--- config.mk ---
export PLATFORM = sky130hd
export DESIGN_NAME = tga_rle_pixel_decoder
export DESIGN_NICKNAME = d
export VERILOG_FILES = /design/src/rtl/trd_pkg.sv /design/src/rtl/tga_rle_pixel_decoder.sv /design/src/rtl/trd_front.sv /design/src/rtl/trd_queue.sv /design/src/rtl/trd_back.sv
export SDC_FILE = /design/constraint.sdc
export NUM_CORES = 1
export LEC_CHECK = 0
export ABC_AREA = 0
export BUFFER_PORTS_ARGS = -buffer_cell sky130_fd_sc_hd__buf_2
export CAP_MARGIN = 40
export CORE_MARGIN = 8
export CORE_UTILIZATION = 55
export DETAILED_ROUTE_END_ITERATION = 7
export GPL_ROUTABILITY_DRIVEN = 0
export PLACE_DENSITY = 0.8
export SLEW_MARGIN = 25
export SYNTH_ARGS = -nofsm -noshare
export SYNTH_HDL_FRONTEND = slang
export SYNTH_SLANG_ARGS = --single-unit
export TNS_END_PERCENT = 10
--- constraint.sdc ---
create_clock -name clk -period 3.8 [get_ports clk]
set_input_delay 0.19 -clock clk [delete_from_list [all_inputs] [get_ports clk]]
set_output_delay 0.19 -clock clk [all_outputs]
set_load 0.05 [all_outputs]
--- src/rtl/trd_pkg.sv ---
// Shared types and constants for the run-length image pixel decoder.
`default_nettype none
package trd_pkg;

	// Packet header bytes at or above this value open a run packet.
	localparam int unsigned MaxPacket = 128;

	// Configuration register indexes.
	localparam logic CFG_BYTES_PER_PIXEL = 1'b0;
	localparam logic CFG_PIXEL_COUNT     = 1'b1;

	// Reset values of the configuration registers.
	localparam logic [2:0]  BPP_RESET        = 3'd3;
	localparam logic [31:0] PIXEL_COUNT_RESET = 32'd1;

	// One decoded pixel word as it passes from the parser to the output stage.
	typedef struct packed {
		logic [23:0] assembly;
		logic [7:0]  final_byte;
		logic [1:0]  final_pos;
		logic [7:0]  repeat_count;
		logic        last_of_image;
		logic        status;
	} trd_item_t;

endpackage
`default_nettype wire

--- src/rtl/tga_rle_pixel_decoder.sv ---
// Top level of the run-length image pixel decoder.
//
// The input channel takes one byte of run-length image data per word
// (in_valid, in_stall, byte_in). Header bytes and all but the last byte of
// each pixel produce nothing. The last byte of a pixel produces one output
// word: the pixel, its repeat count, and the last_of_image and status flags.
// The consumer expands the repeats itself.
// A byte is taken every cycle while in_stall is low. The word for a
// completed pixel is written into the queue at the edge that takes its
// last byte, and from there passes through the output register.
// The configuration channel (cfg_valid, cfg_ready, cfg_index, cfg_data) is
// always ready; index 0 holds bytes per pixel, index 1 the image pixel count.
// When the receiver stalls, the output word holds and a two-word queue fills;
// once it is full, in_stall rises until the receiver takes a word.
// Reset clears the parser to await a packet header at the start of an image,
// empties the queue and output, and sets bytes per pixel to 3 and the pixel
// count to 1.
`default_nettype none
module tga_rle_pixel_decoder (
	input  wire         clk,
	input  wire         arst_n,
	input  wire         in_valid,
	output logic        in_stall,
	input  wire  [7:0]  byte_in,
	output logic        out_valid,
	input  wire         out_stall,
	output logic [31:0] pixel_value,
	output logic [7:0]  repeat_count,
	output logic        last_of_image,
	output logic        status,
	input  wire         cfg_valid,
	output logic        cfg_ready,
	input  wire         cfg_index,
	input  wire  [31:0] cfg_data
);

	trd_pkg::trd_item_t push_item;
	trd_pkg::trd_item_t head;
	logic q_push;
	logic q_full;
	logic q_pop;
	logic q_nonempty;

	assign cfg_ready = 1'b1;

	trd_front u_front (
		.clk       (clk),
		.arst_n    (arst_n),
		.in_valid  (in_valid),
		.in_stall  (in_stall),
		.byte_in   (byte_in),
		.cfg_valid (cfg_valid),
		.cfg_index (cfg_index),
		.cfg_data  (cfg_data),
		.q_full    (q_full),
		.q_push    (q_push),
		.q_item    (push_item)
	);

	trd_queue u_queue (
		.clk       (clk),
		.arst_n    (arst_n),
		.push      (q_push),
		.push_item (push_item),
		.full      (q_full),
		.pop       (q_pop),
		.nonempty  (q_nonempty),
		.head      (head)
	);

	trd_back u_back (
		.clk           (clk),
		.arst_n        (arst_n),
		.q_nonempty    (q_nonempty),
		.q_head        (head),
		.q_pop         (q_pop),
		.out_valid     (out_valid),
		.out_stall     (out_stall),
		.pixel_value   (pixel_value),
		.repeat_count  (repeat_count),
		.last_of_image (last_of_image),
		.status        (status)
	);

endmodule
`default_nettype wire

--- src/rtl/trd_front.sv ---
// Packet parser: header decode, pixel byte gathering and image pixel accounting.
`default_nettype none
module trd_front (
	input  wire                 clk,
	input  wire                 arst_n,
	input  wire                 in_valid,
	output logic                in_stall,
	input  wire  [7:0]          byte_in,
	input  wire                 cfg_valid,
	input  wire                 cfg_index,
	input  wire  [31:0]         cfg_data,
	input  wire                 q_full,
	output logic                q_push,
	output trd_pkg::trd_item_t  q_item
);

	logic [2:0]  bpp_q;
	logic [31:0] pixel_count_q;
	logic        expect_header_q;
	logic        run_packet_q;
	logic [7:0]  left_q;
	logic [1:0]  pos_q;
	logic [23:0] asm_q;
	logic [31:0] done_q;

	logic        accept;
	logic [2:0]  eff_bpp;
	logic        need_more;
	logic [7:0]  repeat_raw;
	logic [7:0]  repeat_val;
	logic [32:0] diff;
	logic [31:0] remaining;
	logic        overflow;
	logic        image_done;
	logic [7:0]  left_next;
	logic        packet_end;
	logic        finish_pixel;

	assign in_stall = q_full;
	assign accept   = in_valid && !q_full;

	// Configuration registers; a write goes through at once.
	always_ff @(posedge clk or negedge arst_n) begin
		if (!arst_n) begin
			bpp_q         <= trd_pkg::BPP_RESET;
			pixel_count_q <= trd_pkg::PIXEL_COUNT_RESET;
		end else if (cfg_valid) begin
			unique case (cfg_index)
				trd_pkg::CFG_BYTES_PER_PIXEL: bpp_q <= cfg_data[2:0];
				trd_pkg::CFG_PIXEL_COUNT:     pixel_count_q <= cfg_data;
				default: ;
			endcase
		end
	end

	// Classify the byte and work out the pixel bookkeeping.
	always_comb begin
		if (bpp_q == 3'd0) begin
			eff_bpp = 3'd1;
		end else if (bpp_q > 3'd4) begin
			eff_bpp = 3'd4;
		end else begin
			eff_bpp = bpp_q;
		end
		need_more  = ({1'b0, pos_q} + 3'd1) < eff_bpp;
		repeat_raw = run_packet_q ? left_q : 8'd1;
		repeat_val = (repeat_raw == 8'd0) ? 8'd1 : repeat_raw;
		diff       = {1'b0, pixel_count_q} - {1'b0, done_q};
		remaining  = diff[32] ? 32'd0 : diff[31:0];
		overflow   = (remaining[31:8] == 24'd0) && (repeat_val > remaining[7:0]);
		// The image ends exactly when this repeat uses up what remains.
		image_done = !overflow && (remaining == {24'd0, repeat_val});
		left_next  = (left_q >= repeat_val) ? (left_q - repeat_val) : 8'd0;
		packet_end = (left_next == 8'd0);
		finish_pixel = accept && !expect_header_q && !need_more;
	end

	// Result word handed to the queue.
	always_comb begin
		q_push              = finish_pixel;
		q_item.assembly     = asm_q;
		q_item.final_byte   = byte_in;
		q_item.final_pos    = pos_q;
		q_item.repeat_count = overflow ? remaining[7:0] : repeat_val;
		q_item.last_of_image = overflow || (packet_end && image_done);
		q_item.status       = overflow;
	end

	// Parser state.
	always_ff @(posedge clk or negedge arst_n) begin
		if (!arst_n) begin
			expect_header_q <= 1'b1;
			run_packet_q    <= 1'b0;
			left_q          <= 8'd0;
			pos_q           <= 2'd0;
			asm_q           <= 24'd0;
			done_q          <= 32'd0;
		end else if (accept) begin
			if (expect_header_q) begin
				// Both packet kinds carry their length as the low seven bits plus one.
				run_packet_q    <= byte_in[7];
				left_q          <= {1'b0, byte_in[6:0]} + 8'd1;
				expect_header_q <= 1'b0;
				pos_q           <= 2'd0;
				asm_q           <= 24'd0;
			end else if (need_more) begin
				unique case (pos_q)
					2'd0:    asm_q[7:0]   <= asm_q[7:0] | byte_in;
					2'd1:    asm_q[15:8]  <= asm_q[15:8] | byte_in;
					2'd2:    asm_q[23:16] <= asm_q[23:16] | byte_in;
					default: ;
				endcase
				pos_q <= pos_q + 2'd1;
			end else begin
				pos_q <= 2'd0;
				asm_q <= 24'd0;
				if (overflow || (packet_end && image_done)) begin
					// Rearm for the next image.
					expect_header_q <= 1'b1;
					run_packet_q    <= 1'b0;
					left_q          <= 8'd0;
					done_q          <= 32'd0;
				end else begin
					done_q <= done_q + {24'd0, repeat_val};
					left_q <= left_next;
					if (packet_end) begin
						expect_header_q <= 1'b1;
					end
				end
			end
		end
	end

endmodule
`default_nettype wire

--- src/rtl/trd_queue.sv ---
// Two-entry queue between the parser and the output stage.
`default_nettype none
module trd_queue (
	input  wire                 clk,
	input  wire                 arst_n,
	input  wire                 push,
	input  trd_pkg::trd_item_t  push_item,
	output logic                full,
	input  wire                 pop,
	output logic                nonempty,
	output trd_pkg::trd_item_t  head
);

	trd_pkg::trd_item_t mem_q [2];
	logic       wr_ptr_q;
	logic       rd_ptr_q;
	logic [1:0] count_q;

	assign full     = (count_q == 2'd2);
	assign nonempty = (count_q != 2'd0);
	assign head     = mem_q[rd_ptr_q];

	// Entry storage.
	always_ff @(posedge clk) begin
		if (push) begin
			mem_q[wr_ptr_q] <= push_item;
		end
	end

	// Pointers and fill count.
	always_ff @(posedge clk or negedge arst_n) begin
		if (!arst_n) begin
			wr_ptr_q <= 1'b0;
			rd_ptr_q <= 1'b0;
			count_q  <= 2'd0;
		end else begin
			if (push) begin
				wr_ptr_q <= ~wr_ptr_q;
			end
			if (pop) begin
				rd_ptr_q <= ~rd_ptr_q;
			end
			unique case ({push, pop})
				2'b10:   count_q <= count_q + 2'd1;
				2'b01:   count_q <= count_q - 2'd1;
				default: ;
			endcase
		end
	end

endmodule
`default_nettype wire

--- src/rtl/trd_back.sv ---
// Output stage: finishes the pixel word and holds it for the receiver.
`default_nettype none
module trd_back (
	input  wire                 clk,
	input  wire                 arst_n,
	input  wire                 q_nonempty,
	input  trd_pkg::trd_item_t  q_head,
	output logic                q_pop,
	output logic                out_valid,
	input  wire                 out_stall,
	output logic [31:0]         pixel_value,
	output logic [7:0]          repeat_count,
	output logic                last_of_image,
	output logic                status
);

	logic        valid_q;
	logic [31:0] pixel_q;
	logic [7:0]  repeat_q;
	logic        last_q;
	logic        status_q;
	logic [31:0] pixel_full;

	assign q_pop = q_nonempty && (!valid_q || !out_stall);

	// Merge the last byte into the gathered bytes at its position.
	assign pixel_full = {8'd0, q_head.assembly}
		| ({24'd0, q_head.final_byte} << {q_head.final_pos, 3'b000});

	// Output valid flag.
	always_ff @(posedge clk or negedge arst_n) begin
		if (!arst_n) begin
			valid_q <= 1'b0;
		end else if (q_pop) begin
			valid_q <= 1'b1;
		end else if (!out_stall) begin
			valid_q <= 1'b0;
		end
	end

	// Output payload register.
	always_ff @(posedge clk) begin
		if (q_pop) begin
			pixel_q  <= pixel_full;
			repeat_q <= q_head.repeat_count;
			last_q   <= q_head.last_of_image;
			status_q <= q_head.status;
		end
	end

	assign out_valid     = valid_q;
	assign pixel_value   = pixel_q;
	assign repeat_count  = repeat_q;
	assign last_of_image = last_q;
	assign status        = status_q;

endmodule
`default_nettype wire
# [Word-level counts from Yosys, hierarchy flattened]
# Memories as Yosys holds them, arrays and structs flattened.
# Cells that the tools add are included.
[totals] regBits=150 ram_bits=88 output_inout_bits=45 memories=1
[op_classes] n_addsub=8 n_lt_le_gt_ge=4 eq_ne=11 n_shift=1 n_mux=30 n_bitwise=9 n_reduce_logical=31
[mem_list] name="u_queue.mem_q" words=2 width=44 read_ports=1 rd_ports_with_merged_regs=0 write_ports=1 line="trd_queue.sv:14" source="trd_pkg::trd_item_t mem_q [2];"
[ops] cell="$mux 8" n=10
[ops] cell="$mux 32" n=2
[ops] cell="$mux 24" n=2
[ops] cell="$sub 32x32->33" n=1
[ops] cell="$add 32x8->32" n=1
[ops] cell="$eq 32x8->1" n=1
[ops] cell="$or 24x32->32" n=1
[ops] cell="$shl 8x5->32" n=1
[ops] cell="$logic_not 24->1" n=1
[ops] cell="$or 8x8->8" n=3
[ops] cell="$logic_not 8->1" n=2
[ops] cell="$reduce_and 2->1" n=6
[ops] cell="$mux 1" n=11
[ops] cell="$ne 3x2->1 const B" n=3
[ops] cell="$add 7x1->8 const B" n=1
[ops] cell="$ge 8x8->1" n=1
[ops] cell="$gt 8x8->1" n=1
[ops] cell="$sub 8x8->8" n=1
[ops] cell="$logic_and 1x1->1" n=7
[ops] cell="$eq 2x2->1 const B" n=3
[ops] cell="$logic_not 1->1" n=6
[ops] cell="$mux 3" n=2
[ops] cell="$reduce_and 3->1" n=2
[ops] cell="$reduce_bool 2->1" n=3
[ops] cell="other kinds (13)" n=22

# [Longest topological paths before layout]
# Gate-level depths: netlist of run 1.
[depth] ltp_word=12 mapped_depth=23

# [By module]
# A second synthesis of run 1 with hierarchy kept.
[hier_totals] cells_unflattened=1167 area_unflattened_um2=13087.6
[by_module_without_submodules] mod="trd_front" n_inst=1 cells_per_inst=928 area_per_inst_um2=7906.3 seq_area_each_um2=2582.5
[by_module_without_submodules] mod="trd_queue" n_inst=1 cells_per_inst=153 area_per_inst_um2=3562.2 seq_area_each_um2=2742.6
[by_module_without_submodules] mod="trd_back" n_inst=1 cells_per_inst=84 area_per_inst_um2=1607.8 seq_area_each_um2=1286.2
[by_module_without_submodules] mod="tga_rle_pixel_decoder" n_inst=1 cells_per_inst=2 area_per_inst_um2=11.3 seq_area_each_um2=0.0

# [Worst setup path after synthesis of run 1]
# No wires, ideal clock.
[synth_timing] path_kind="register to register" startpoint="reg u_front.pixel_count_q[0]" endpoint="mem u_queue.mem_q[0][1] in the netlist's numbering (data pin)" arrival_time_ns=3.880 required_time_ns=3.538 slack_ns=-0.342 path_stages_with_launch=23 path_buffers=1 period_less_slack_ns=4.142 cell_sequence="dfstp_2 inv_1 ha_1 inv_1 fa_1 a211oi_1 o211ai_1 nand3_1 nand3b_1 a21o_1 a21oi_1 o21ai_1 nand2_1 ha_1 nor2b_1 o21ai_0 nand2b_1 a21oi_1 o21ai_0 nor2b_1 a21oi_1 nor2_4 buf_4"
[synth_rtl] element="start: declaration" line="trd_front.sv:18" source="logic [31:0] pixel_count_q;"
[synth_rtl] element="start signal: assignment" line="trd_front.sv:46" source="pixel_count_q <= trd_pkg::PIXEL_COUNT_RESET;"
[synth_rtl] element="start signal: assignment" line="trd_front.sv:50" source="trd_pkg::CFG_PIXEL_COUNT: pixel_count_q <= cfg_data;"
[synth_rtl] element="end: declaration" line="trd_queue.sv:14"

==> metrics.cfg, run 1 <==
[worst_setup_path]
r2r_setup_slack_ns=-0.26
crit_arrival_ns=4.34
r2r_cells=23
worstReg2RegEnd=u_queue.mem_q[1][8]
cp_max_fo=7
crit_path_end_kind=register
startpoint_type=register
r2r_start=u_front.pixel_count_q[0]
crit_required_ns=4.08
path_class=register to register

[final_layout]
fin_util_pct=70.5
fillers=1658
diodes=0
nets=1591
layout-drive-gt1-share_pct=27.4
fin_area_sq_mm=0.0164
syn2layout_area_growth_pct=27.3

[floorplan]
initial_core_util_pct=55.4
dieArea_sq_mm=0.0286
die_w_um=169
die_h_um=169
fp.coreArea_sq_mm=0.0233
rows=56
ioPinCount=91

[drt]
drt-total-wl_mm=33.6
drt_iter0_drc=1094
ant_nets=0
vias=10798
drt-pass1-iter-count=6
viasPerCell=5.92
drc_errors=0
routedWlPerCell_um=18.4

[cts]
worstSkewPairLatency_ns=0.55
cts.clk_slew.worst_paths_ns=0.06
cts.sinks=238
clock_path_buffers=3
clockRootBuffer=clkbuf_16
cts_buffers=25
htree_levels=1
cts_tree=yes

[grt]
grt_pass1_vias=10511
grt_pass1_wl_mm=52.7
antenna_found_initial=0
grt-ovfl-total=0
track_usage_pct=22.7
grt_max_degree=58

[run_status]
outcome=finished with violations
failed_checks=setup timing

[timing]
max_slew_margin_pct=49.5
clock_skew_ns=0.0214
slew_violations=0
setup-violations-final=62
hold_viol=0
min_period_over_period_pct=107
fin_ws_ns=-0.263
timing.hold.ws_ns=0.0304
tightest_slew_ns=0.757
rsz0062_at_grt=true
fin_crit_ns=4.06
timing.fmax_mhz=246

[placement]
dp_hpwl_mm=22.8
postPlaceCellArea_sq_mm=0.0146
place_ws_ns=-0.465
port_buffers=89

[synthesis]
netlist.area_leader.share_pct=30.3
synth_fp_nets=1333
ys_seq_area_share_pct=51.3
syn_area_per_cell_sq_um=10.5
synth-edff-count=130
synth_area_sq_mm=0.0129
ys_top_cells_by_area=edfxtp_1 (30%), dfrtp_1 (20%), a21oi_1 (6.1%)
ys_seq_elements=238
ys_types=80
yosysMostFrequentCell=a21oi_1
async_flop_share_pct=45.4
synthCells=1227
synth_area_leader_cell=edfxtp_1
ys_top_cells_by_count=a21oi_1 (158), edfxtp_1 (130), dfrtp_1 (104)
yosysWarningCount=0
synth_flop_cell=edfxtp_1

[hold_path]
hp-start=byte_in[4]
min_path_cells=1
worstHoldPathType=input port to register
min_to=u_queue.mem_q[1][16]

[flow_run]
max_cap_violations=0

[pwr]
p_leak_nw=6.84
cellPowerDensity_mw_per_mm2=951
ir_worst_vdd_uv=574

critical path: stages (launching register included):
cell,delay (ns)
dfstp_2,0.54
inv_2,0.05
ha_4,0.15
inv_2,0.05
fa_2,0.20
a211oi_2,0.07
o211ai_1,0.29
nand3_1,0.14
nand3b_1,0.16
a21o_1,0.15
a21oi_2,0.07
o21ai_4,0.27
buf_4,0.16
nand2_1,0.11
ha_4,0.32
o21ai_2,0.06
nand2b_1,0.10
a21oi_2,0.06
o21ai_1,0.13
nor2b_4,0.19
buf_4,0.13
nand2b_4,0.07
buf_8,0.15
mux2i_2,0.15
final cells by class:
type	instances	area (sq um)	share of cell area [%]
multi-input combinational	853	6050	36.9
tap	319	399	2.43
timing repair buffer	292	2210	13.5
sequential	238	6610	40.3
clock buffer	34	689	4.20
inverter	75	282	1.72
clock inverter	12	158	0.961
where the power goes:
group,switching [mW],internal [mW]
sequential,0.444,3.82
clock,1.02,1.48
combinational,5.16,3.69
worst max-delay path by stage:
stage                                  start                   to  slack [ns]  cells after the start
floorplan           u_front.pixel_count_q[0]    u_front.left_q[5]       0.009                     21
global route        u_front.pixel_count_q[0]  u_queue.mem_q[0][4]       -0.51                     23
global placement    u_front.pixel_count_q[0]   u_front.done_q[18]       -0.28                     23
finish              u_front.pixel_count_q[0]  u_queue.mem_q[1][8]       -0.26                     23
CTS                 u_front.pixel_count_q[0]  u_queue.mem_q[0][1]       -0.29                     24
detailed placement  u_front.pixel_count_q[0]    u_front.left_q[5]       -0.47                     22
cell families (layout without fill, tap and decap cells):
family,count (synthesis),after routing,synth area share [%]
AOI/OAI and AO/OA,348,348,16.9
other,1,1,0.0291
buffers and inverters,136,413,4.31
DFF,238,238,51.3
and+or+nand+nor,328,328,12.4
muxes,69,69,5.82
adders and majority gates,60,60,5.95
xor gates and xnor gates,47,47,3.20
repair_timing:
item	CTS	global route
cloned	1	2
pin swaps	17	26
resized for setup	43	33
setup buffers	18	4
hold buffers	41	0
setup endpoints to repair	62	62
hold endpoints to repair	88	0
cells in the final DEF (no fill, tap or decap), types with 34 or more instances in the layout:
cell type	n
dfrtp_1	103
mux2_2	46
buf_2	88
dlygate4sd3_1	41
nand2_1	82
edfxtp_1	130
xnor2_1	38
nor2_1	95
buf_4	149
ha_1	51
o21ai_0	34
a21oi_1	136
inv_1	73
state kept, by name, indices dropped and copies added, names as in the netlist, 2 cells and up:
signal and cells:
u_front.pixel_count_q 32, u_front.bpp_q 3, u_back.pixel_value 32, u_front.left_q 8
u_queue.count_q 2, u_front.asm_q 24, u_back.repeat_count 8, u_front.pos_q 2
u_queue.mem_q 88, u_front.done_q 32
metrics by stage:
step | power, mW | instances | setup TNS [ns]
2_1_floorplan | 9.31 | 1227 | 0
3_3_place_gp | 11.5 | 1711 | -13.25
5_1_grt | 16.5 | 1823 | -27.68
4_1_cts | 15.0 | 1818 | -12.95
3_5_place_dp | 11.8 | 1712 | -22.92
6_report | 15.6 | 1823 | -11.55
layer usage:
metal | global-route usage, % | share of wire [%] | vias to the layer above
li1 | - | - | 5040
met1 | 27.9 | 40 | 5206
met2 | 39.1 | 49 | 457
met3 | 3.80 | 7.0 | 95
met4 | 9.81 | 3.5 | 0
met5 | 0 | 0 | -
Note: power is estimated with default switching activity, not from simulation.
==> inputs of run 2 (changes only) <==
--- a/config.mk
+++ b/config.mk
@@ -9,10 +9,11 @@
 export BUFFER_PORTS_ARGS = -buffer_cell sky130_fd_sc_hd__buf_2
 export CAP_MARGIN = 40
 export CORE_MARGIN = 8
-export CORE_UTILIZATION = 55
+export CORE_UTILIZATION = 60
+export CTS_BUF_LIST = sky130_fd_sc_hd__clkbuf_4 sky130_fd_sc_hd__clkbuf_8 sky130_fd_sc_hd__clkbuf_16
 export DETAILED_ROUTE_END_ITERATION = 7
 export GPL_ROUTABILITY_DRIVEN = 0
-export PLACE_DENSITY = 0.8
+export PLACE_DENSITY = 0.82
 export SLEW_MARGIN = 25
 export SYNTH_ARGS = -nofsm -noshare
 export SYNTH_HDL_FRONTEND = slang
==> constraint.sdc (replaced) <==
create_clock -name clk -period 4.7 [get_ports clk]
set_input_delay 0.235 -clock clk [delete_from_list [all_inputs] [get_ports clk]]
set_output_delay 0.235 -clock clk [all_outputs]
set_load 0.05 [all_outputs]
==> run 2 against run 1 <==
Compared with the run above: core utilization increased by 0.087 points; critical path type unchanged; critical path depth unchanged; cell area is 9.5% lower; sequential power down 18%; count of clock-buffer cells in the layout fell by 1; fmax fell by 7.2%; hold slack lost 0.024 ns; the run now ends clean; sequential share of layout area increased by 4.2 points; combinational power decreased by 38%; non-clock buffer count is 145 lower; via count decreased by 5.5%.
==> metrics.cfg, run 2 (same netlist as run 1, synthesis figures left out) <==
[pwr]
power_frac_seq_pct=31.8  ; was 27.3%
ir_worst_vdd_uv=374  ; was 574 uV
power.total_mw=11.0  ; was 15.6 mW
swShare_pct=43.7  ; was 42.4%
p_leak_nw=6.10  ; was 6.84 nW
p_int_mw=6.17  ; was 8.99 mW
p_switching_mw=4.80  ; was 6.62 mW
pwr-share-comb_pct=50.1  ; was 56.7%
cellPowerDensity_mw_per_mm2=739  ; was 951 mW/mm^2
clock_power_share_pct=18.1  ; was 16.0%

[hold_path]
min_path_cells=1  ; unchanged
hp-start=byte_in[7]  ; was byte_in[4]
worstHoldPathType=input port to register  ; unchanged
min_to=u_queue.mem_q[1][19]  ; was u_queue.mem_q[1][16]

[timing]
hold_viol=0  ; unchanged
clock_skew_ns=0.0119  ; was 0.0214 ns
fin_ws_ns=0.321  ; was -0.263 ns
min_period_over_period_pct=93.2  ; was 107%
tightest_slew_ns=0.735  ; was 0.757 ns
fin_crit_ns=4.38  ; was 4.06 ns
timing.fmax_mhz=228  ; was 246 MHz
max_slew_margin_pct=51.0  ; was 49.5%
tns_ns=0  ; was -11.55 ns
slew_violations=0  ; unchanged
rsz0062_at_grt=false  ; was true
setup-violations-final=0  ; was 62

[worst_setup_path]
crit_start=u_front.pixel_count_q[0]  ; unchanged
crit_path_end_kind=register  ; unchanged
slowest_delay_ns=0.53  ; was 0.54 ns
crit_buf_inv=3  ; was 5
r2r_start=u_front.pixel_count_q[0]  ; unchanged
startpoint_type=register  ; unchanged
crit_chain=inv_1, ha_1, inv_1, fa_1, a211oi_2, o211ai_1, nand3_1, nand3b_1, a21o_1, a21oi_2, o21ai_4, nand2_1, ha_1, nor2b_1, o21ai_0, nand2b_1, a21oi_1, o21ai_0, nor2b_2, a21oi_1, buf_4, nor2_4, o311ai_0  ; was inv_2, ha_4, inv_2, fa_2, a211oi_2, o211ai_1, nand3_1, nand3b_1, a21o_1, a21oi_2, o21ai_4, buf_4, nand2_1, ha_4, o21ai_2, nand2b_1, a21oi_2, o21ai_1, nor2b_4, buf_4, nand2b_4, buf_8, mux2i_2
worstReg2RegEnd=u_front.left_q[2]  ; was u_queue.mem_q[1][8]
r2r_setup_slack_ns=0.32  ; was -0.26 ns
slowest_stage=dfstp_2  ; unchanged
r2r_cells=23  ; unchanged
cp_max_fo=10  ; was 7
critical_path.top_delay_family=compound AO/OA/AOI/OAI gates  ; unchanged
crit_required_ns=5.09  ; was 4.08 ns
crit_arrival_ns=4.76  ; was 4.34 ns
path_class=register to register  ; unchanged

[final_layout]
syn2layout_area_growth_pct=15.2  ; was 27.3%
final_cell_mix=a21oi_1 (154), edfxtp_1 (130), dfrtp_1 (103), nor2_1 (96), buf_2 (89)  ; was buf_4 (149), a21oi_1 (136), edfxtp_1 (130), dfrtp_1 (103), nor2_1 (95)
nets=1446  ; was 1591
largest_register_ffs=88  ; unchanged
instances_no_fill=1634  ; was 1823
layout-drive-gt1-share_pct=16.9  ; was 27.4%
regMostFlops=u_queue.mem_q  ; unchanged
final_common_cell=a21oi_1  ; was buf_4

[drt]
viasPerCell=6.24  ; was 5.92
drt-pass1-iter-count=7  ; was 6
drt_iter0_drc=1028  ; was 1094
drt-total-wl_mm=31.1  ; was 33.6 mm
routedWlPerCell_um=19.0  ; was 18.4 um
drc_errors=0  ; unchanged
ant_nets=0  ; unchanged
vias=10200  ; was 10.8k

[cts]
cts.sinks=238  ; unchanged
worstSkewPairLatency_ns=0.51  ; was 0.55 ns
clock_path_buffers=3  ; unchanged
cts_buffers=25  ; unchanged
cts_tree=yes  ; unchanged
clockRootBuffer=clkbuf_16  ; unchanged
cts.clk_slew.worst_paths_ns=0.06  ; about the same
htree_levels=1  ; unchanged

[floorplan]
dieArea_sq_mm=0.0264  ; was 0.0286 sq mm
initial_core_util_pct=61.3  ; was 55.4%
fp.coreArea_sq_mm=0.0210  ; was 0.0233 sq mm
rows=53  ; was 56
die_h_um=163  ; was 169 um
ioPinCount=91  ; unchanged
die_w_um=163  ; was 169 um

[grt]
antenna_found_initial=0  ; unchanged
grt_max_degree=53  ; was 58
track_usage_pct=23.4  ; was 22.7%
grt_pass1_vias=9973  ; was 10.5k
grt-ovfl-total=0  ; unchanged
grt_pass1_wl_mm=50.7  ; was 52.7 mm

[placement]
place_ws_ns=0.0404  ; was -0.465 ns
place_inst=1553  ; was 1712
dp_hpwl_mm=22.0  ; was 22.8 mm
port_buffers=89  ; unchanged

[flow_run]
max_cap_violations=0  ; unchanged

[run_status]
outcome=finished clean  ; was finished with violations

run 2: changes by cell type in the layout (fill, tap and decap cells not counted), sizes merged:
| cell | change |
|---|---|
| buf | -134 |
| dlygate4sd3 | -8 |
| clkbuf | -4 |
| clkinv | +3 |
| clkinvlp | -2 |
| diode | +1 |
| inv | -1 |
run 2: worst register-to-register path: stages, from the launching register on:
cell and delay (ns):
dfstp_2 0.53, inv_1 0.04, ha_1 0.20, inv_1 0.07, fa_1 0.23, a211oi_2 0.10, o211ai_1 0.30, nand3_1 0.18
nand3b_1 0.17, a21o_1 0.15, a21oi_2 0.07, o21ai_4 0.26, nand2_1 0.13, ha_1 0.31, nor2b_1 0.13, o21ai_0 0.15
nand2b_1 0.08, a21oi_1 0.16, o21ai_0 0.09, nor2b_2 0.18, a21oi_1 0.13, buf_4 0.18, nor2_4 0.07, o311ai_0 0.36
run 2: how the worst max path moves through the flow:
stage	cells after the start	end	slack (ns)
2_1_floorplan	22	u_queue.mem_q[0][1]	0.56
3_3_place_gp	24	u_front.done_q[4]	0.16
3_5_place_dp	23	u_front.left_q[2]	0.04
4_1_cts	24	u_front.done_q[0]	0.002
5_1_grt	24	u_front.done_q[18]	0.02
6_report	23	u_front.left_q[2]	0.32
run 2: metrics by stage:
step,hold slack [ns],instance area (sq um),utilization (%)
6_report,0.00640,14800,70.6
3_3_place_gp,0.401,13600,64.7
5_1_grt,0.00642,14800,70.6
3_5_place_dp,0.209,13600,64.9
4_1_cts,0.00291,14800,70.4
2_1_floorplan,-0.0606,12900,-
run 2: power by group through the flow:
stage	logic, mW	clock network [mW]	registers (mW)
4_1_cts	5.38	2.01	3.48
3_3_place_gp	5.15	0	3.46
2_1_floorplan	3.50	0	3.97
5_1_grt	5.98	2.09	3.56
3_5_place_dp	5.31	0	3.51
6_report	5.50	1.98	3.49
run 2: final cells by class:
cell class | count | area [sq um]
inverters | 75 | 282
repair buffers | 147 | 1010
multi-input cells | 853 | 5760
clock inverters | 12 | 139
flip-flops and latches | 238 | 6610
fillers | 1512 | 6180
well taps | 275 | 344
clock buffers | 33 | 686
diodes | 1 | 2.50
run 2: what timing repair did:
item	4_1_cts	5_1_grt
gates resized for setup	0	8
buffers inserted	0	1
hold buffers	33	0
endpoints found under the setup margin	0	58
hold endpoints to repair	66	0
run 2: metal layers:
metal  global-route usage [%]  vias to the layer above  wire [um]  part of all wire (%)
met1                     30.4                     4872      12800                    41
met2                     39.4                      496      15000                    48
met5                        0                        -          0                     0
met4                     7.37                        0        849                   2.7
met3                     3.74                       87       2470                   7.9
li1                         -                     4745          -                     -
